### config.mk
export PLATFORM = sky130hd
export DESIGN_NAME = timed_gate_with_ramps_core_flat
export DESIGN_NICKNAME = d
export VERILOG_FILES = /design/src/rtl/tgr_pkg.sv /design/src/rtl/tgr_in_if.sv /design/src/rtl/tgr_out_if.sv /design/src/rtl/tgr_gain_ctrl.sv /design/src/rtl/timed_gate_with_ramps_core.sv /design/src/flat_wrapper.sv
export SDC_FILE = /design/constraint.sdc
export NUM_CORES = 1
export LEC_CHECK = 0
export ABC_CLOCK_PERIOD_IN_PS = 13600
export BUFFER_PORTS_ARGS = -buffer_cell sky130_fd_sc_hd__buf_2
export CAP_MARGIN = 20
export CORE_UTILIZATION = 40
export CTS_BUF_LIST = sky130_fd_sc_hd__clkbuf_4
export DETAILED_ROUTE_END_ITERATION = 12
export GPL_TIMING_DRIVEN = 0
export PLACE_DENSITY = 0.6
export SYNTH_ARGS = -nofsm -noshare
export SYNTH_HDL_FRONTEND = slang
export SYNTH_SLANG_ARGS = --single-unit
export TNS_END_PERCENT = 20
### constraint.sdc
create_clock -name clk_i -period 13.6 [get_ports clk_i]
set_input_delay 2.72 -clock clk_i [delete_from_list [all_inputs] [get_ports clk_i]]
set_output_delay 2.72 -clock clk_i [all_outputs]
set_load 0.05 [all_outputs]
### src/rtl/tgr_pkg.sv
// Package for the timed gate with attack and release ramps.
// Holds widths, the gain constants, the gate phase, register codes and the config write bundle.
// No dependencies; every other file imports it.
package tgr_pkg;

  localparam int SAMPLE_BITS  = 16;
  localparam int COUNT_BITS   = 32;
  localparam int GAIN_BITS    = 17;
  localparam int CFG_BITS     = 32;
  localparam int CFG_IDX_BITS = 2;
  localparam int PROD_BITS    = SAMPLE_BITS + GAIN_BITS + 1;

  localparam logic [GAIN_BITS-1:0] GAIN_ONE  = GAIN_BITS'(65536);
  localparam logic [GAIN_BITS-1:0] GAIN_ZERO = '0;

  typedef enum logic [2:0] {
    PH_CLEAR,
    PH_ATTACK,
    PH_DECAY,
    PH_ALWAYS_ON,
    PH_ALWAYS_OFF
  } phase_e;

  typedef enum logic [CFG_IDX_BITS-1:0] {
    CFG_ON_SAMPLE,
    CFG_OFF_SAMPLE,
    CFG_ATTACK_STEP,
    CFG_RELEASE_STEP
  } cfg_idx_e;

  typedef struct packed {
    logic                    we;
    cfg_idx_e                idx;
    logic [CFG_BITS-1:0]     data;
  } cfg_wr_t;

endpackage

### src/rtl/tgr_in_if.sv
// Input channel of the timed gate: valid/ready handshake and one audio sample per item.
// Depends on tgr_pkg.
interface tgr_in_if import tgr_pkg::*; ();
  logic                          valid;
  logic                          ready;
  logic signed [SAMPLE_BITS-1:0] sample_in;

  modport source (output valid, output sample_in, input ready);
  modport sink   (input valid, input sample_in, output ready);
endinterface

### src/rtl/tgr_out_if.sv
// Output channel of the timed gate: valid/ready handshake, scaled sample and applied gain.
// Depends on tgr_pkg.
interface tgr_out_if import tgr_pkg::*; ();
  logic                          valid;
  logic                          ready;
  logic signed [SAMPLE_BITS-1:0] sample_out;
  logic        [GAIN_BITS-1:0]   gain_now;

  modport source (output valid, output sample_out, output gain_now, input ready);
  modport sink   (input valid, input sample_out, input gain_now, output ready);
endinterface

### src/rtl/tgr_gain_ctrl.sv
// Gain control of the timed gate: config registers, sample counter, gain and phase.
// Gives the gain for the item advanced this cycle. Depends on tgr_pkg.
module tgr_gain_ctrl import tgr_pkg::*; (
  input  logic                 clk_i,
  input  logic                 rst_ni,
  input  cfg_wr_t              cfg_i,
  input  logic                 step_i,
  output logic [GAIN_BITS-1:0] gain_o
);

  logic [COUNT_BITS-1:0] on_q, on_d, off_q, off_d;
  logic [GAIN_BITS-1:0]  att_q, att_d, rel_q, rel_d;
  logic [COUNT_BITS-1:0] cnt_q, cnt_d;
  logic [GAIN_BITS-1:0]  gain_q, gain_d;
  phase_e                phase_q, phase_d;

  logic [GAIN_BITS-1:0]  gain_upd;
  phase_e                phase_upd;
  logic [COUNT_BITS-1:0] cnt_upd;
  logic [GAIN_BITS-1:0]  step_a, step_r;
  logic [GAIN_BITS:0]    gain_sum;

  assign step_a   = (att_q == GAIN_ZERO) ? GAIN_ONE : att_q;
  assign step_r   = (rel_q == GAIN_ZERO) ? GAIN_ONE : rel_q;
  assign gain_sum = {1'b0, gain_q} + {1'b0, step_a};

  // Advance the gate by one sample
  always_comb begin
    phase_upd = phase_q;
    gain_upd  = gain_q;
    cnt_upd   = cnt_q;
    if (phase_q != PH_ALWAYS_ON && phase_q != PH_ALWAYS_OFF) begin
      if (cnt_q == on_q) begin
        phase_upd = PH_ATTACK;
      end
      if (cnt_q == off_q) begin
        phase_upd = PH_DECAY;
      end
      if (cnt_q != '1) begin
        cnt_upd = cnt_q + COUNT_BITS'(1);
      end
      if (phase_upd == PH_ATTACK) begin
        if (gain_sum >= {1'b0, GAIN_ONE}) begin
          gain_upd  = GAIN_ONE;
          phase_upd = (off_q < on_q) ? PH_ALWAYS_ON : PH_CLEAR;
        end else begin
          gain_upd = gain_sum[GAIN_BITS-1:0];
        end
      end else if (phase_upd == PH_DECAY) begin
        if (gain_q <= step_r) begin
          gain_upd  = GAIN_ZERO;
          phase_upd = (on_q < off_q) ? PH_ALWAYS_OFF : PH_CLEAR;
        end else begin
          gain_upd = gain_q - step_r;
        end
      end
    end
  end

  // Next state: register writes reload the gate, accepted items advance it
  always_comb begin
    on_d    = on_q;
    off_d   = off_q;
    att_d   = att_q;
    rel_d   = rel_q;
    cnt_d   = cnt_q;
    gain_d  = gain_q;
    phase_d = phase_q;
    if (cfg_i.we) begin
      case (cfg_i.idx)
        CFG_ON_SAMPLE:    on_d  = COUNT_BITS'(cfg_i.data);
        CFG_OFF_SAMPLE:   off_d = COUNT_BITS'(cfg_i.data);
        CFG_ATTACK_STEP:  att_d = cfg_i.data[GAIN_BITS-1:0];
        CFG_RELEASE_STEP: rel_d = cfg_i.data[GAIN_BITS-1:0];
        default: ;
      endcase
      cnt_d = '0;
      if (on_d == off_d) begin
        phase_d = PH_ALWAYS_ON;
        gain_d  = GAIN_ONE;
      end else begin
        phase_d = PH_CLEAR;
        if (on_d < off_d) begin
          gain_d = (on_d == '0) ? GAIN_ONE : GAIN_ZERO;
        end else begin
          gain_d = (off_d == '0) ? GAIN_ZERO : GAIN_ONE;
        end
      end
    end else if (step_i) begin
      cnt_d   = cnt_upd;
      gain_d  = gain_upd;
      phase_d = phase_upd;
    end
  end

  // Output: gain that applies to the item advanced now
  always_comb begin
    gain_o = gain_upd;
  end

  always_ff @(posedge clk_i or negedge rst_ni) begin
    if (!rst_ni) begin
      on_q    <= '0;
      off_q   <= '0;
      att_q   <= GAIN_ONE;
      rel_q   <= GAIN_ONE;
      cnt_q   <= '0;
      gain_q  <= GAIN_ONE;
      phase_q <= PH_ALWAYS_ON;
    end else begin
      on_q    <= on_d;
      off_q   <= off_d;
      att_q   <= att_d;
      rel_q   <= rel_d;
      cnt_q   <= cnt_d;
      gain_q  <= gain_d;
      phase_q <= phase_d;
    end
  end

endmodule

### src/rtl/timed_gate_with_ramps_core.sv
// Top level of the timed gate with attack and release ramps.
// Depends on tgr_pkg, tgr_in_if, tgr_out_if and tgr_gain_ctrl.
//
//   channel  | dir | payload                     | handshake
//   in_i     | in  | sample_in                   | valid/ready
//   out_o    | out | sample_out, gain_now        | valid/ready
//   cfg      | in  | cfg_idx_i, cfg_data_i       | cfg_we_i, no wait
//
// Sustains one item per cycle unless out_o stalls; items pass the input and result registers.
// The gain is updated on acceptance, the multiply sits between the input and result registers.
// in_i.ready drops only while both stages hold items and out_o is stalled.
// Reset loads on = off = 0, so the gate starts as pass-through.
module timed_gate_with_ramps_core import tgr_pkg::*; (
  input  logic                clk_i,
  input  logic                rst_ni,
  input  logic                cfg_we_i,
  input  logic [CFG_IDX_BITS-1:0] cfg_idx_i,
  input  logic [CFG_BITS-1:0] cfg_data_i,
  tgr_in_if.sink              in_i,
  tgr_out_if.source           out_o
);

  cfg_wr_t                       cfg;
  logic                          in_acc;
  logic [GAIN_BITS-1:0]          gain_cur;

  logic                          s1_vld_q;
  logic signed [SAMPLE_BITS-1:0] s1_smp_q;
  logic [GAIN_BITS-1:0]          s1_gain_q;
  logic                          out_vld_q;
  logic signed [SAMPLE_BITS-1:0] out_smp_q, out_smp_d;
  logic [GAIN_BITS-1:0]          out_gain_q;
  logic                          out_free;
  logic signed [PROD_BITS-1:0]   prod;

  assign cfg.we   = cfg_we_i;
  assign cfg.idx  = cfg_idx_e'(cfg_idx_i);
  assign cfg.data = cfg_data_i;

  assign out_free   = !out_vld_q || out_o.ready;
  assign in_i.ready = !s1_vld_q || out_free;
  assign in_acc     = in_i.valid && in_i.ready;

  tgr_gain_ctrl u_gain_ctrl (
    .clk_i  (clk_i),
    .rst_ni (rst_ni),
    .cfg_i  (cfg),
    .step_i (in_acc),
    .gain_o (gain_cur)
  );

  // Scale: floor(sample * gain / 2^16)
  assign prod      = s1_smp_q * $signed({1'b0, s1_gain_q});
  assign out_smp_d = prod[SAMPLE_BITS+15:16];

  always_ff @(posedge clk_i or negedge rst_ni) begin
    if (!rst_ni) begin
      s1_vld_q  <= 1'b0;
      out_vld_q <= 1'b0;
    end else begin
      if (in_i.ready) begin
        s1_vld_q <= in_i.valid;
      end
      if (out_free) begin
        out_vld_q <= s1_vld_q;
      end
    end
  end

  always_ff @(posedge clk_i) begin
    if (in_acc) begin
      s1_smp_q  <= in_i.sample_in;
      s1_gain_q <= gain_cur;
    end
    if (out_free && s1_vld_q) begin
      out_smp_q  <= out_smp_d;
      out_gain_q <= s1_gain_q;
    end
  end

  assign out_o.valid      = out_vld_q;
  assign out_o.sample_out = out_smp_q;
  assign out_o.gain_now   = out_gain_q;

endmodule

### src/flat_wrapper.sv
// flat-port wrapper written by rule: the top's interface ports become plain ports
module timed_gate_with_ramps_core_flat import tgr_pkg::*;
  (clk_i, rst_ni, cfg_we_i, cfg_idx_i, cfg_data_i, in_i_valid, in_i_sample_in, in_i_ready, out_o_valid, out_o_sample_out, out_o_gain_now, out_o_ready);
  tgr_in_if in_i_i ();
  tgr_out_if out_o_i ();
  input  logic clk_i;
  input  logic rst_ni;
  input  logic cfg_we_i;
  input  logic [CFG_IDX_BITS-1:0] cfg_idx_i;
  input  logic [CFG_BITS-1:0] cfg_data_i;
  input wire logic [$bits(in_i_i.valid)-1:0] in_i_valid;
  input wire logic [$bits(in_i_i.sample_in)-1:0] in_i_sample_in;
  output wire logic [$bits(in_i_i.ready)-1:0] in_i_ready;
  output wire logic [$bits(out_o_i.valid)-1:0] out_o_valid;
  output wire logic [$bits(out_o_i.sample_out)-1:0] out_o_sample_out;
  output wire logic [$bits(out_o_i.gain_now)-1:0] out_o_gain_now;
  input wire logic [$bits(out_o_i.ready)-1:0] out_o_ready;
  assign in_i_i.valid = in_i_valid;
  assign in_i_i.sample_in = in_i_sample_in;
  assign in_i_ready = in_i_i.ready;
  assign out_o_valid = out_o_i.valid;
  assign out_o_sample_out = out_o_i.sample_out;
  assign out_o_gain_now = out_o_i.gain_now;
  assign out_o_i.ready = out_o_ready;
  timed_gate_with_ramps_core u_core (.clk_i(clk_i), .rst_ni(rst_ni), .cfg_we_i(cfg_we_i), .cfg_idx_i(cfg_idx_i), .cfg_data_i(cfg_data_i), .in_i(in_i_i), .out_o(out_o_i));
endmodule
Word-level counts from Yosys, hierarchy flattened
Index checks and enable logic that the tools add are counted.

storage, ports and cells
  latch bits = 0
  memories = 0
  register bits after elaboration = 218
  memory bits (writable) = 0
  logic and storage cells = 86
  memory bits (read-only) = 0
  input bits = 55
  output and inout bits = 35

operators by class
  multiply operators = 1
  $lt $le $gt $ge = 5
  reductions and logical operators = 19
  div/mod/pow operators = 0
  bitwise operators = 0
  add/sub/neg operators = 3
  shift operators = 0
  mux-type cells = 34
  equal/unequal tests = 11

operators with widths
  operator               number
  $mux 32                8
  $mux 17                13
  $eq 32x32->1           3
  $lt 32x32->1           3
  $logic_not 32->1       2
  $logic_not 17->1       2
  $mux 3                 11
  $add 32x1->32 const B  1
  $mul 16x18->32         1
  $ne 32x32->1 const B   1
  $add 17x17->18         1
  $ge 18x17->1 const B   1
  $le 17x17->1           1
  $sub 17x17->17         1
  $reduce_and 2->1       3
  $reduce_bool 2->1      3
  $eq 2x2->1 const B     2
  $mux 2                 2
  $eq 3x1->1 const B     1
  $eq 3x2->1 const B     1
  $logic_and 1x1->1      3
  $ne 3x2->1 const B     1
  $ne 3x3->1 const B     1
  $reduce_and 3->1       1
  other kinds (4)        6

Depth between registers and ports, before layout
Gate-level depths: netlist of run 1.

  depth in word-level cells = 10
  gate-level depth with buffers = 24
  gate-level depth less buffers = 22

Hierarchy
Synthesis of run 1 repeated with hierarchy kept, for this count alone.

unflattened totals
  cell total of the unflattened synthesis = 2424
  area total of the unflattened synthesis = 22646.7 um2

modules (own cells, without submodules)
  module                      cells an instance  instances  seq. area each (um2)  area each (um2)
  tgr_gain_ctrl               1370               1          3759.9                11846.4
  timed_gate_with_ramps_core  1054               1          2031.9                10800.4

Least setup slack after synthesis of run 1
OpenSTA, ideal clock, no wires.

  kind = reg2reg
  from = register u_core.s1_smp_q[9]
  to = register u_core.out_smp_q[15], in the netlist u_core.out_o.sample_out[15] (data pin)
  clock period less this slack = 6.199 ns
  library setup time = 0.267 ns
  data required time = 13.333 ns
  buffers on the path = 3
  setup slack = 7.401 ns
  arrival time = 5.932 ns
  cell stages (with the launch flop) = 22
  cell sequence = edfxtp_1 clkbuf_1 clkbuf_1 nand2_1 fa_1 inv_1 fa_1 fa_1 fa_1 fa_1 inv_1 fa_1 inv_1 ha_1 clkbuf_1 a211o_1 o32ai_1 a211o_1 o2111ai_1 a31oi_1 o21a_1 o211ai_1

between the ends
  longest elaborated chain between the ends = 1

ends and longest elaborated chain
  element                    RTL line                          RTL
  from (decl)                timed_gate_with_ramps_core.sv:28  logic signed [SAMPLE_BITS-1:0] s1_smp_q;
  from (signal assigned)     timed_gate_with_ramps_core.sv:72  s1_smp_q <= in_i.sample_in;
  $mul 16x18->32             timed_gate_with_ramps_core.sv:53  assign prod = s1_smp_q * $signed({1'b0, s1_gain_q});
  named net u_core.prod[31]  timed_gate_with_ramps_core.sv:34  logic signed [PROD_BITS-1:0] prod;
  to (signal assigned)       timed_gate_with_ramps_core.sv:76  out_smp_q <= out_smp_d;
  to (decl)                  timed_gate_with_ramps_core.sv:31  logic signed [SAMPLE_BITS-1:0] out_smp_q, out_smp_d;

The timed path passes the listed nets, and every way through them passes these cells.
A chain may end at the register's enable or synchronous reset.

Worst setup path in the final report of run 1
  from = register u_core.s1_gain_q[8]
  to = register u_core.out_smp_q[15], in the netlist u_core.out_o.sample_out[15] (data pin)

between the ends
  longest elaborated chain between the ends = 1

ends and longest elaborated chain
  element                    RTL line                          RTL
  from (decl)                timed_gate_with_ramps_core.sv:29  logic [GAIN_BITS-1:0] s1_gain_q;
  from (signal assigned)     timed_gate_with_ramps_core.sv:73  s1_gain_q <= gain_cur;
  $mul 16x18->32             timed_gate_with_ramps_core.sv:53
  named net u_core.prod[31]  timed_gate_with_ramps_core.sv:34

The timed path passes the listed nets, and every way through them passes these cells.

==> results of run 1 <==
-- worst max path at each step --
| stage | startpoint | to | slack [ns] | depth (start not counted) |
|---|---|---|---|---|
| finish | u_core.s1_gain_q[8] | u_core.out_o.sample_out[15] | 6.07 | 20 |
| global route | u_core.s1_gain_q[16] | u_core.out_o.sample_out[15] | 5.69 | 20 |
| detailed placement | cfg_idx_i[1] | u_core.u_gain_ctrl.gain_q[16] | 6.12 | 14 |
| global placement | cfg_idx_i[1] | u_core.u_gain_ctrl.gain_q[16] | 6.09 | 14 |
| CTS | u_core.s1_gain_q[6] | u_core.out_o.sample_out[15] | 6.09 | 20 |
| floorplan | u_core.s1_smp_q[9] | u_core.out_o.sample_out[15] | 7.40 | 21 |
-- area by class of cell --
class                      instances  area share [%]
antenna                            2          0.0203
buffer                           111            1.95
multi-input combinational       1685            60.4
clock buffer                      89            2.71
sequential                       218            23.4
tap                              748            3.79
clock inverter                    23           0.547
inverter                         335            5.09
timing repair buffer              89            2.07
-- synthesized netlist by cell type, types with 7 or more instances --
| cell type | count | area share (%) |
|---|---|---|
| o21ai_0 | 38 | 0.85 |
| fa_1 | 209 | 19 |
| nand2_1 | 185 | 3.1 |
| edfxtp_1 | 66 | 8.8 |
| o21ai_1 | 18 | 0.40 |
| inv_1 | 333 | 5.6 |
| dfrtp_1 | 147 | 16 |
| nor2b_1 | 9 | 0.25 |
| a211oi_1 | 19 | 0.64 |
| nor2_1 | 141 | 2.4 |
| a211o_1 | 7 | 0.27 |
| a22oi_1 | 9 | 0.30 |
| ha_1 | 209 | 12 |
| mux2_2 | 72 | 3.6 |
| buf_2 | 13 | 0.29 |
| o21a_1 | 14 | 0.47 |
| and2_1 | 130 | 3.6 |
| xor2_1 | 69 | 2.7 |
| xnor2_1 | 64 | 2.5 |
| nor4_1 | 39 | 1.1 |
| nand3_1 | 33 | 0.74 |
| nand2b_1 | 22 | 0.61 |
| nand4_1 | 51 | 1.4 |
| a21oi_1 | 110 | 2.5 |
| and3_1 | 14 | 0.39 |
| a22o_1 | 7 | 0.27 |
| o211ai_1 | 10 | 0.33 |
| mux2i_1 | 46 | 2.1 |
| clkbuf_1 | 87 | 1.5 |
| a21o_1 | 32 | 1.1 |
| nor3_1 | 26 | 0.58 |
| o31ai_1 | 7 | 0.23 |
-- power breakdown --
group	total, µW	switching (µW)	internal, µW	leakage [µW]
Sequential	1030	150	879	0.00247
Clock	633	309	324	0.000471
Combinational	3080	1800	1280	0.00874
Total	4740	2260	2480	0.0117
-- registers in the layout, indices dropped and copies added, names as in the netlist --
name	count
u_core.out_o.gain_now	17
u_core.out_o.sample_out	16
u_core.out_o.valid	1
u_core.s1_gain_q	17
u_core.s1_smp_q	16
u_core.s1_vld_q	1
u_core.u_gain_ctrl.att_q	17
u_core.u_gain_ctrl.cnt_q	32
u_core.u_gain_ctrl.gain_q	17
u_core.u_gain_ctrl.off_q	32
u_core.u_gain_ctrl.on_q	32
u_core.u_gain_ctrl.phase_q	3
u_core.u_gain_ctrl.rel_q	17
-- cells by family (layout without fill, tap and decap cells) --
family / count (synthesis) / in the layout / synth area share, %
other cells: 0 / 2 / 0
buf+inv: 446 / 647 / 7.75
compound gates: 332 / 332 / 9.75
xor+xnor: 133 / 133 / 5.19
mux: 118 / 118 / 5.66
fa+ha+maj: 418 / 418 / 30.3
simple gates: 684 / 684 / 15.5
flops: 218 / 218 / 25.8
-- per-stage QoR --
step / hold WS, ns / instances
6_report: 0.494 / 3300
5_1_grt: 0.530 / 3300
4_1_cts: 0.493 / 3298
3_5_place_dp: 0.477 / 3186
3_3_place_gp: 0.466 / 3183
2_1_floorplan: 0.449 / 2349
-- metal layers --
metal  vias to the layer above  wire (µm)
met3                       153       4580
met1                      8791      28000
met2                       673      31500
met4                         0       2370
met5                         -          0
li1                       8242          -
==> flow_summary.html, run 1 <==
<table>
<tr><th>Metric</th><th>Value</th></tr>
<tr><th colspan="2">Drt</th></tr>
<tr><td>Vias per inst</td><td>5.41</td></tr>
<tr><td>Avg WL per Cell</td><td>20.1 µm</td></tr>
<tr><td>Pre-antenna DRT Iters</td><td>6</td></tr>
<tr><td>Drt initial violations</td><td>1251</td></tr>
<tr><td>Number of nets with antenna violations after detailed routing</td><td>0</td></tr>
<tr><td>Total wire length</td><td>about 66000 µm</td></tr>
<tr><td>DRC violation count after routing</td><td>0</td></tr>
<tr><td>Via Count</td><td>17900</td></tr>
<tr><th colspan="2">Clock network</th></tr>
<tr><td>CTS tree</td><td>yes</td></tr>
<tr><td>Hold Buf Count CTS</td><td>0</td></tr>
<tr><td>Post-CTS clock slew at the launch and capture registers of the worst setup and hold paths</td><td>approximately 0.060 ns</td></tr>
<tr><td>Post-CTS Setup Bufs</td><td>0</td></tr>
<tr><td>Count of cells resized by post-cts repair</td><td>0</td></tr>
<tr><td>Clock sink count</td><td>218</td></tr>
<tr><td>Cell chosen for the clock root</td><td>clkbuf_4</td></tr>
<tr><td>H-tree depth</td><td>3</td></tr>
<tr><td>Maximum clock insertion buffer count</td><td>3</td></tr>
<tr><td>Total CTS buffers</td><td>66</td></tr>
<tr><td>Clock insertion delay at the later pin of the skew report</td><td>0.79 ns</td></tr>
<tr><th colspan="2">STA</th></tr>
<tr><td>Final hold viol count</td><td>0</td></tr>
<tr><td>Clock tree skew after final layout</td><td>0.0863 ns</td></tr>
<tr><td>Tcrit/Tclk final</td><td>55.4%</td></tr>
<tr><td>Tmin final</td><td>about 7.5 ns</td></tr>
<tr><td>Max-slew violations</td><td>0</td></tr>
<tr><td>Setup repair after global routing missed its margin</td><td>false</td></tr>
<tr><td>Post-route setup TNS</td><td>0 ns</td></tr>
<tr><td>Transition time of the tightest slew-check pin</td><td>~1.1 ns</td></tr>
<tr><td>Tightest slew margin relative to the limit</td><td>28.9%</td></tr>
<tr><td>Worst setup slack after layout</td><td>6.07 ns</td></tr>
<tr><td>Max Clock Freq</td><td>0.133 GHz</td></tr>
<tr><td>Setup violations, final</td><td>0</td></tr>
<tr><th colspan="2">Power and ir drop</th></tr>
<tr><td>Post-layout total power</td><td>4740 µW</td></tr>
<tr><td>Worst IR Drop VDD</td><td>0.233 mV</td></tr>
<tr><td>Power Dens Cells</td><td>192 nW/µm²</td></tr>
<tr><td>Leakage power figure</td><td>0.0117 µW</td></tr>
<tr><th colspan="2">Setup path</th></tr>
<tr><td>Reg2Reg Depth</td><td>20</td></tr>
<tr><td>Top cell by count, worst path</td><td>fa_1</td></tr>
<tr><td>Kind of cell adding the most delay to the critical path</td><td>adder cells</td></tr>
<tr><td>Number of buffer and inverter instances along the worst setup path</td><td>5</td></tr>
<tr><td>Sort of element at the end of the critical path</td><td>flop</td></tr>
<tr><td>Max stage delay cell, worst path</td><td>o32ai_1</td></tr>
<tr><td>Series of cell instances along the critical path</td><td>clkbuf_1, nand2_1, fa_1, inv_1, fa_1, fa_1, fa_1, fa_1, inv_1, fa_1, inv_1, ha_1, clkbuf_1, a211o_1, o32ai_1, a211o_1, o2111ai_1, a31oi_1, o21a_1, o211ai_1</td></tr>
<tr><td>WP data arrival</td><td>8.03 ns</td></tr>
<tr><td>Worst path max stage delay</td><td>0.70 ns</td></tr>
<tr><td>Maximum fanout along the worst path</td><td>10</td></tr>
<tr><td>Start-to-end type of the worst setup path</td><td>flop to flop</td></tr>
<tr><td>Data required time at the worst endpoint</td><td>roughly 14 ns</td></tr>
<tr><td>Critical path startpoint category</td><td>flop</td></tr>
<tr><td>Worst-case register-to-register setup slack</td><td>6.07 ns</td></tr>
<tr><td>End of the worst register-to-register path</td><td>u_core.out_o.sample_out[15]</td></tr>
<tr><td>Reg-to-reg critical path startpoint</td><td>u_core.s1_gain_q[8]</td></tr>
<tr><th colspan="2">Placement</th></tr>
<tr><td>Routability cong.</td><td>0.971</td></tr>
<tr><td>Post-DP Area</td><td>around 24000 µm²</td></tr>
<tr><td>Count of port buffers added during placement</td><td>86</td></tr>
<tr><td>Dpl hpwl</td><td>53300 µm</td></tr>
<tr><td>Pre-CTS setup slack</td><td>6.12 ns</td></tr>
<tr><th colspan="2">Yosys</th></tr>
<tr><td>Sequential fraction of the synthesis area</td><td>around a quarter</td></tr>
<tr><td>Unique cell type count in the Yosys netlist</td><td>83</td></tr>
<tr><td>Post-synth design cell area</td><td>22400 µm²</td></tr>
<tr><td>YS warnings</td><td>0</td></tr>
<tr><td>Synthesized instance count</td><td>between 2000 and 2500</td></tr>
<tr><td>Ys flop type</td><td>dfrtp_1</td></tr>
<tr><td>Syn Nets</td><td>2822</td></tr>
<tr><td>Flip-flop and latch count after synthesis</td><td>218</td></tr>
<tr><td>Count of flip-flops with a built-in enable after synthesis</td><td>66</td></tr>
<tr><td>Post-Synthesis Mean Instance Area</td><td>9.55 µm²</td></tr>
<tr><td>Proportion of register bits with asynchronous set or reset after synthesis</td><td>69.7%</td></tr>
<tr><th colspan="2">Worst hold path</th></tr>
<tr><td>Hold EP</td><td>u_core.out_o.valid</td></tr>
<tr><td>Worst Hold Class</td><td>flop to flop</td></tr>
<tr><td>Startpoint of the worst hold path</td><td>u_core.s1_vld_q</td></tr>
<tr><td>Worst hold path cell count</td><td>1</td></tr>
<tr><th colspan="2">GRT</th></tr>
<tr><td>Via count of the first global-routing pass</td><td>18700</td></tr>
<tr><td>Most Used Layer, Global Route</td><td>met2</td></tr>
<tr><td>GRT met1 Usage</td><td>30.4%</td></tr>
<tr><td>Overflow left after global routing</td><td>0</td></tr>
<tr><td>Fraction of met2 tracks used by global routing</td><td>40.1%</td></tr>
<tr><td>Fraction of met3 tracks used by global routing</td><td>4.33%</td></tr>
<tr><td>Pin count of the biggest net entering global routing</td><td>85</td></tr>
<tr><td>First-pass GRT wire length</td><td>104000 µm</td></tr>
<tr><td>Total GRT Usage</td><td>23.9%</td></tr>
<tr><td>Initial antenna violation count</td><td>2</td></tr>
<tr><th colspan="2">Layout</th></tr>
<tr><td>Post-synthesis to final-layout area growth</td><td>10.1%</td></tr>
<tr><td>Fill count</td><td>5401</td></tr>
<tr><td>Top library cells by usage in the layout, fill and taps aside</td><td>333 x inv_1, 209 x fa_1, 209 x ha_1, 185 x nand2_1, 147 x dfrtp_1</td></tr>
<tr><td>Reg area</td><td>5790 µm²</td></tr>
<tr><td>Share of post-route cells with drive strength above 1</td><td>11.9%</td></tr>
<tr><td>Area used by multi-input combinational logic</td><td>14900 µm²</td></tr>
<tr><td>Cell area after layout</td><td>approximately 25000 µm²</td></tr>
<tr><td>Most common library cell in the layout ignoring fill and taps</td><td>inv_1</td></tr>
<tr><td>Final Core Density</td><td>44.7%</td></tr>
<tr><td>Final nets</td><td>a little under 3000</td></tr>
<tr><th colspan="2">Floorplanning</th></tr>
<tr><td>Placeable core area</td><td>55300 µm²</td></tr>
<tr><td>Chip Width</td><td>between 200 and 250 µm</td></tr>
<tr><td># rows</td><td>between 80 and 90</td></tr>
<tr><td>I/O pin count</td><td>90</td></tr>
<tr><td>Die span in y</td><td>239 µm</td></tr>
<tr><td>Initial core utilization</td><td>40.6%</td></tr>
<tr><td>Die area</td><td>57100 µm²</td></tr>
<tr><th colspan="2">Status</th></tr>
<tr><td>Status</td><td>finished clean</td></tr>
<tr><th colspan="2">Job</th></tr>
<tr><td>Max-cap viol count</td><td>0</td></tr>
</table>
Power figures use the tool's default switching activity.
==> inputs of run 2 (changes only) <==
--- a/config.mk
+++ b/config.mk
@@ -5,14 +5,14 @@
 export SDC_FILE = /design/constraint.sdc
 export NUM_CORES = 1
 export LEC_CHECK = 0
-export ABC_CLOCK_PERIOD_IN_PS = 13600
+export ABC_CLOCK_PERIOD_IN_PS = 6450
 export BUFFER_PORTS_ARGS = -buffer_cell sky130_fd_sc_hd__buf_2
 export CAP_MARGIN = 20
 export CORE_UTILIZATION = 40
 export CTS_BUF_LIST = sky130_fd_sc_hd__clkbuf_4
 export DETAILED_ROUTE_END_ITERATION = 12
 export GPL_TIMING_DRIVEN = 0
-export PLACE_DENSITY = 0.6
+export PLACE_DENSITY = 0.62
 export SYNTH_ARGS = -nofsm -noshare
 export SYNTH_HDL_FRONTEND = slang
 export SYNTH_SLANG_ARGS = --single-unit
==> constraint.sdc (replaced) <==
create_clock -name clk_i -period 6.45 [get_ports clk_i]
set_input_delay 1.29 -clock clk_i [delete_from_list [all_inputs] [get_ports clk_i]]
set_output_delay 1.29 -clock clk_i [all_outputs]
set_load 0.05 [all_outputs]
==> run 2 against run 1 <==
Global-route usage up 0.85 points. Critical path depth grew 1. Sequential cell count unchanged. Setup slack lost 5.8 ns. Die area stayed put. Cell count rose by 1.6%. Core utilization grew 1.3 points. Maximum frequency grew 21%. Register-to-register slack lost 5.8 ns. Clock-buffer cell count is 13 higher. Combinational power grew 140%. Non-clock buffer count increased by 47. Critical path type unchanged.
==> flow_summary.html, run 2 (synthesis gave the netlist of run 1 again) <==
<table>
<tr><th>Metric</th><th>Value</th></tr>
<tr><th colspan="2">Setup path</th></tr>
<tr><td>Critical path startpoint category</td><td>flop</td></tr>
<tr><td>Maximum fanout along the worst path</td><td>7 (-3)</td></tr>
<tr><td>Start-to-end type of the worst setup path</td><td>flop to flop</td></tr>
<tr><td>Reg-to-reg critical path startpoint</td><td>u_core.s1_smp_q[4]</td></tr>
<tr><td>Series of cell instances along the critical path</td><td>buf_6, and2_1, fa_1, inv_1, fa_1, inv_1, fa_1, fa_1, fa_1, inv_1, fa_1, inv_1, ha_4, a211o_1, a221o_1, nor3_4, a211o_1, o2111ai_4, a31oi_4, o21a_1, o211ai_1</td></tr>
<tr><td>Worst setup path startpoint</td><td>u_core.s1_smp_q[4]</td></tr>
<tr><td>Data required time at the worst endpoint</td><td>6.96 ns (-7.13 ns)</td></tr>
<tr><td>Worst path max stage delay</td><td>0.53 ns (-0.17 ns)</td></tr>
<tr><td>Kind of cell adding the most delay to the critical path</td><td>adder cells</td></tr>
<tr><td>Number of buffer and inverter instances along the worst setup path</td><td>5 (unchanged)</td></tr>
<tr><td>Sort of element at the end of the critical path</td><td>flop</td></tr>
<tr><td>Max stage delay cell, worst path</td><td>fa_1</td></tr>
<tr><td>WP data arrival</td><td>6.72 ns (-1.31 ns)</td></tr>
<tr><td>Top cell by count, worst path</td><td>fa_1</td></tr>
<tr><th colspan="2">Power and ir drop</th></tr>
<tr><td>Net switching power figure</td><td>5140 µW (+130%)</td></tr>
<tr><td>Post-layout total power</td><td>10900 µW (+130%)</td></tr>
<tr><td>Worst IR Drop VDD</td><td>0.552 mV (+140%)</td></tr>
<tr><td>Sequential power share</td><td>19.7% (-2.0 points)</td></tr>
<tr><td>Proportion of total power due to net switching</td><td>47.2% (-0.47 points)</td></tr>
<tr><td>Power Dens Cells</td><td>429 nW/µm² (+120%)</td></tr>
<tr><td>Leakage power figure</td><td>0.0121 µW (+3.7%)</td></tr>
<tr><td>Combinational fraction of design power</td><td>67.0% (+2.1 points)</td></tr>
<tr><td>Clock network fraction of total power</td><td>13.4% (about the same)</td></tr>
<tr><td>Internal power of the cells</td><td>5750 µW (+130%)</td></tr>
<tr><th colspan="2">Worst hold path</th></tr>
<tr><td>Worst Hold Class</td><td>input pin to async pin</td></tr>
<tr><th colspan="2">Layout</th></tr>
<tr><td>Post-synthesis to final-layout area growth</td><td>13.1%</td></tr>
<tr><td>Non-filler cells, final</td><td>3353 (+1.6%)</td></tr>
<tr><td>Top library cells by usage in the layout, fill and taps aside</td><td>333 x inv_1, 207 x ha_1, 204 x fa_1, 185 x nand2_1, 147 x dfrtp_1</td></tr>
<tr><td>Most common library cell in the layout ignoring fill and taps</td><td>inv_1</td></tr>
<tr><td>Registers with the most flip-flops</td><td>u_core.u_gain_ctrl.cnt_q x32, u_core.u_gain_ctrl.off_q x32, u_core.u_gain_ctrl.on_q x32</td></tr>
<tr><td>Reg area</td><td>5790 µm² (unchanged)</td></tr>
<tr><td>Final nets</td><td>3028 (+1.6%)</td></tr>
<tr><td>Area used by multi-input combinational logic</td><td>15000 µm² (+0.76%)</td></tr>
<tr><td>Fill count</td><td>5397 (-0.074%)</td></tr>
<tr><td>Final Core Density</td><td>45.9% (+1.3 points)</td></tr>
<tr><td>Share of post-route cells with drive strength above 1</td><td>15.7% (+3.8 points)</td></tr>
<tr><th colspan="2">STA</th></tr>
<tr><td>Setup violations, final</td><td>0 (unchanged)</td></tr>
<tr><td>Final hold viol count</td><td>0 (unchanged)</td></tr>
<tr><td>Max-slew violations</td><td>0 (unchanged)</td></tr>
<tr><td>Transition time of the tightest slew-check pin</td><td>0.982 ns (-0.0811 ns)</td></tr>
<tr><td>Max Clock Freq</td><td>0.161 GHz (+21%)</td></tr>
<tr><td>Clock tree skew after final layout</td><td>0.112 ns (+0.0252 ns)</td></tr>
<tr><td>Tightest slew margin relative to the limit</td><td>34.5% (+5.7 points)</td></tr>
<tr><td>Tcrit/Tclk final</td><td>96.3% (+41 points)</td></tr>
<tr><td>Tmin final</td><td>6.21 ns (-1.33 ns)</td></tr>
<tr><th colspan="2">GRT</th></tr>
<tr><td>Total GRT Usage</td><td>24.7% (+0.85 points)</td></tr>
<tr><td>Via count of the first global-routing pass</td><td>18700 (-0.027%)</td></tr>
<tr><td>Pin count of the biggest net entering global routing</td><td>55 (-35%)</td></tr>
<tr><td>Overflow left after global routing</td><td>0 (unchanged)</td></tr>
<tr><td>Initial antenna violation count</td><td>2 (unchanged)</td></tr>
<tr><td>First-pass GRT wire length</td><td>107000 µm (+2.5%)</td></tr>
<tr><th colspan="2">Floorplanning</th></tr>
<tr><td>Placeable core area</td><td>55300 µm² (unchanged)</td></tr>
<tr><td>Initial core utilization</td><td>40.6% (unchanged)</td></tr>
<tr><td>Die span in y</td><td>239 µm (unchanged)</td></tr>
<tr><td># rows</td><td>86 (unchanged)</td></tr>
<tr><td>I/O pin count</td><td>90 (unchanged)</td></tr>
<tr><td>Chip Width</td><td>239 µm (unchanged)</td></tr>
<tr><td>Die area</td><td>57100 µm² (unchanged)</td></tr>
<tr><th colspan="2">Clock network</th></tr>
<tr><td>Cell chosen for the clock root</td><td>clkbuf_4</td></tr>
<tr><td>Total CTS buffers</td><td>68 (+3.0%)</td></tr>
<tr><td>Clock sink count</td><td>218 (unchanged)</td></tr>
<tr><td>CTS tree</td><td>yes</td></tr>
<tr><td>Post-CTS clock slew at the launch and capture registers of the worst setup and hold paths</td><td>0.06 ns (about the same)</td></tr>
<tr><td>Clock insertion delay at the later pin of the skew report</td><td>0.84 ns (+0.05 ns)</td></tr>
<tr><td>Maximum clock insertion buffer count</td><td>3 (unchanged)</td></tr>
<tr><td>H-tree depth</td><td>3 (unchanged)</td></tr>
<tr><td>Hold Buf Count CTS</td><td>0 (unchanged)</td></tr>
<tr><th colspan="2">Drt</th></tr>
<tr><td>Avg WL per Cell</td><td>20.7 µm (+3.0%)</td></tr>
<tr><td>Total wire length</td><td>69500 µm (+4.6%)</td></tr>
<tr><td>Drt initial violations</td><td>1337 (+6.9%)</td></tr>
<tr><td>Pre-antenna DRT Iters</td><td>5 (-1)</td></tr>
<tr><td>DRC violation count after routing</td><td>0 (unchanged)</td></tr>
<tr><td>Vias per inst</td><td>5.48 (+1.2%)</td></tr>
<tr><td>Via Count</td><td>18400 (+2.8%)</td></tr>
<tr><td>Number of nets with antenna violations after detailed routing</td><td>0 (unchanged)</td></tr>
<tr><th colspan="2">Placement</th></tr>
<tr><td>Routability cong.</td><td>0.948 (-2.3%)</td></tr>
<tr><td>Cell total after placement</td><td>3187 (+0.031%)</td></tr>
<tr><td>Count of port buffers added during placement</td><td>86 (unchanged)</td></tr>
<tr><td>Dpl hpwl</td><td>54100 µm (+1.5%)</td></tr>
<tr><th colspan="2">Status</th></tr>
<tr><td>Status</td><td>finished clean</td></tr>
<tr><th colspan="2">Job</th></tr>
<tr><td>Max-cap viol count</td><td>0 (unchanged)</td></tr>
</table>
## run 2: changes by cell type in the layout (fill, tap and decap cells not counted), moves of 3 or more
cell        change
buf_6           +3
clkbuf_4       +20
clkinvlp_4      -3
clkinv_1        -6
fa_1            -5
clkbuf_1       -32
buf_2           +5
fa_2            +5
clkbuf_2       +13
buf_4          +47
## run 2: repair_timing
item	CTS	global route
resized for setup	50	33
pin swaps	5	12
buffers inserted	39	9
setup endpoints to repair	12	9
## run 2: layout make-up
| type | instances | area share (%) |
|---|---|---|
| clock inverter | 17 | 0.537 |
| timing repair buffer | 138 | 3.59 |
| sequential | 218 | 22.8 |
| antenna | 1 | 0.00986 |
| buffer | 109 | 2.22 |
| clock buffer | 102 | 3.02 |
| multi-input combinational | 1685 | 59.2 |
| inverter | 335 | 4.96 |
| tap | 748 | 3.69 |
## run 2: power by group through the flow
stage	clock network [µW]	logic (µW)	registers (µW)
after floorplan	0	4770	2250
final	1450	7290	2140
after CTS	1500	7040	2140
after detailed placement	0	6510	2190
after global placement	0	6390	2180
after global routing	1570	8150	2160
## run 2: metrics by stage
stage / area (µm²) / hold slack, ns / TNS, ns / worst slack, ns
final: 25400 / 0.395 / 0 / 0.242
after floorplan: 22400 / 0.449 / 0 / 0.251
after detailed placement: 23900 / 0.477 / -6.19 / -0.995
after global routing: 25400 / 0.402 / -0.0204 / -0.0204
after CTS: 25200 / 0.339 / 0 / 0.000997
after global placement: 23800 / 0.467 / -5.67 / -0.940
## run 2: path summary, 6_finish.rpt
kind / cells past startpoint / endpoint / slack [ns]
setup reg to reg: 21 / u_core.out_o.sample_out[15] / 0.24
min in group clk_i: 1 / u_core.out_o.valid / 0.50
hold reg to reg: 1 / u_core.out_o.valid / 0.50
setup / recovery: 21 / u_core.out_o.sample_out[15] / 0.24
max in group asynchronous: 3 / u_core.u_gain_ctrl.phase_q[1] / 4.98
hold / removal: 1 / u_core.u_gain_ctrl.on_q[22] / 0.39
## run 2: worst register-to-register path, stage by stage, from the launching register on
cell and delay (ns):
edfxtp_1 0.51, buf_6 0.20, and2_1 0.17, fa_1 0.53, inv_1 0.05, fa_1 0.47
inv_1 0.05, fa_1 0.48, fa_1 0.52, fa_1 0.49, inv_1 0.05, fa_1 0.47
inv_1 0.06, ha_4 0.24, a211o_1 0.28, a221o_1 0.30, nor3_4 0.22, a211o_1 0.22
o2111ai_4 0.15, a31oi_4 0.26, o21a_1 0.17, o211ai_1 0.10
## run 2: per-layer routing
layer	GRT usage, %	vias up	wire [µm]
li1	-	8330	-
met1	32.1	9071	28800
met2	40.3	759	32000
met3	4.03	204	5390
met4	11.4	2	3310
met5	0	-	12
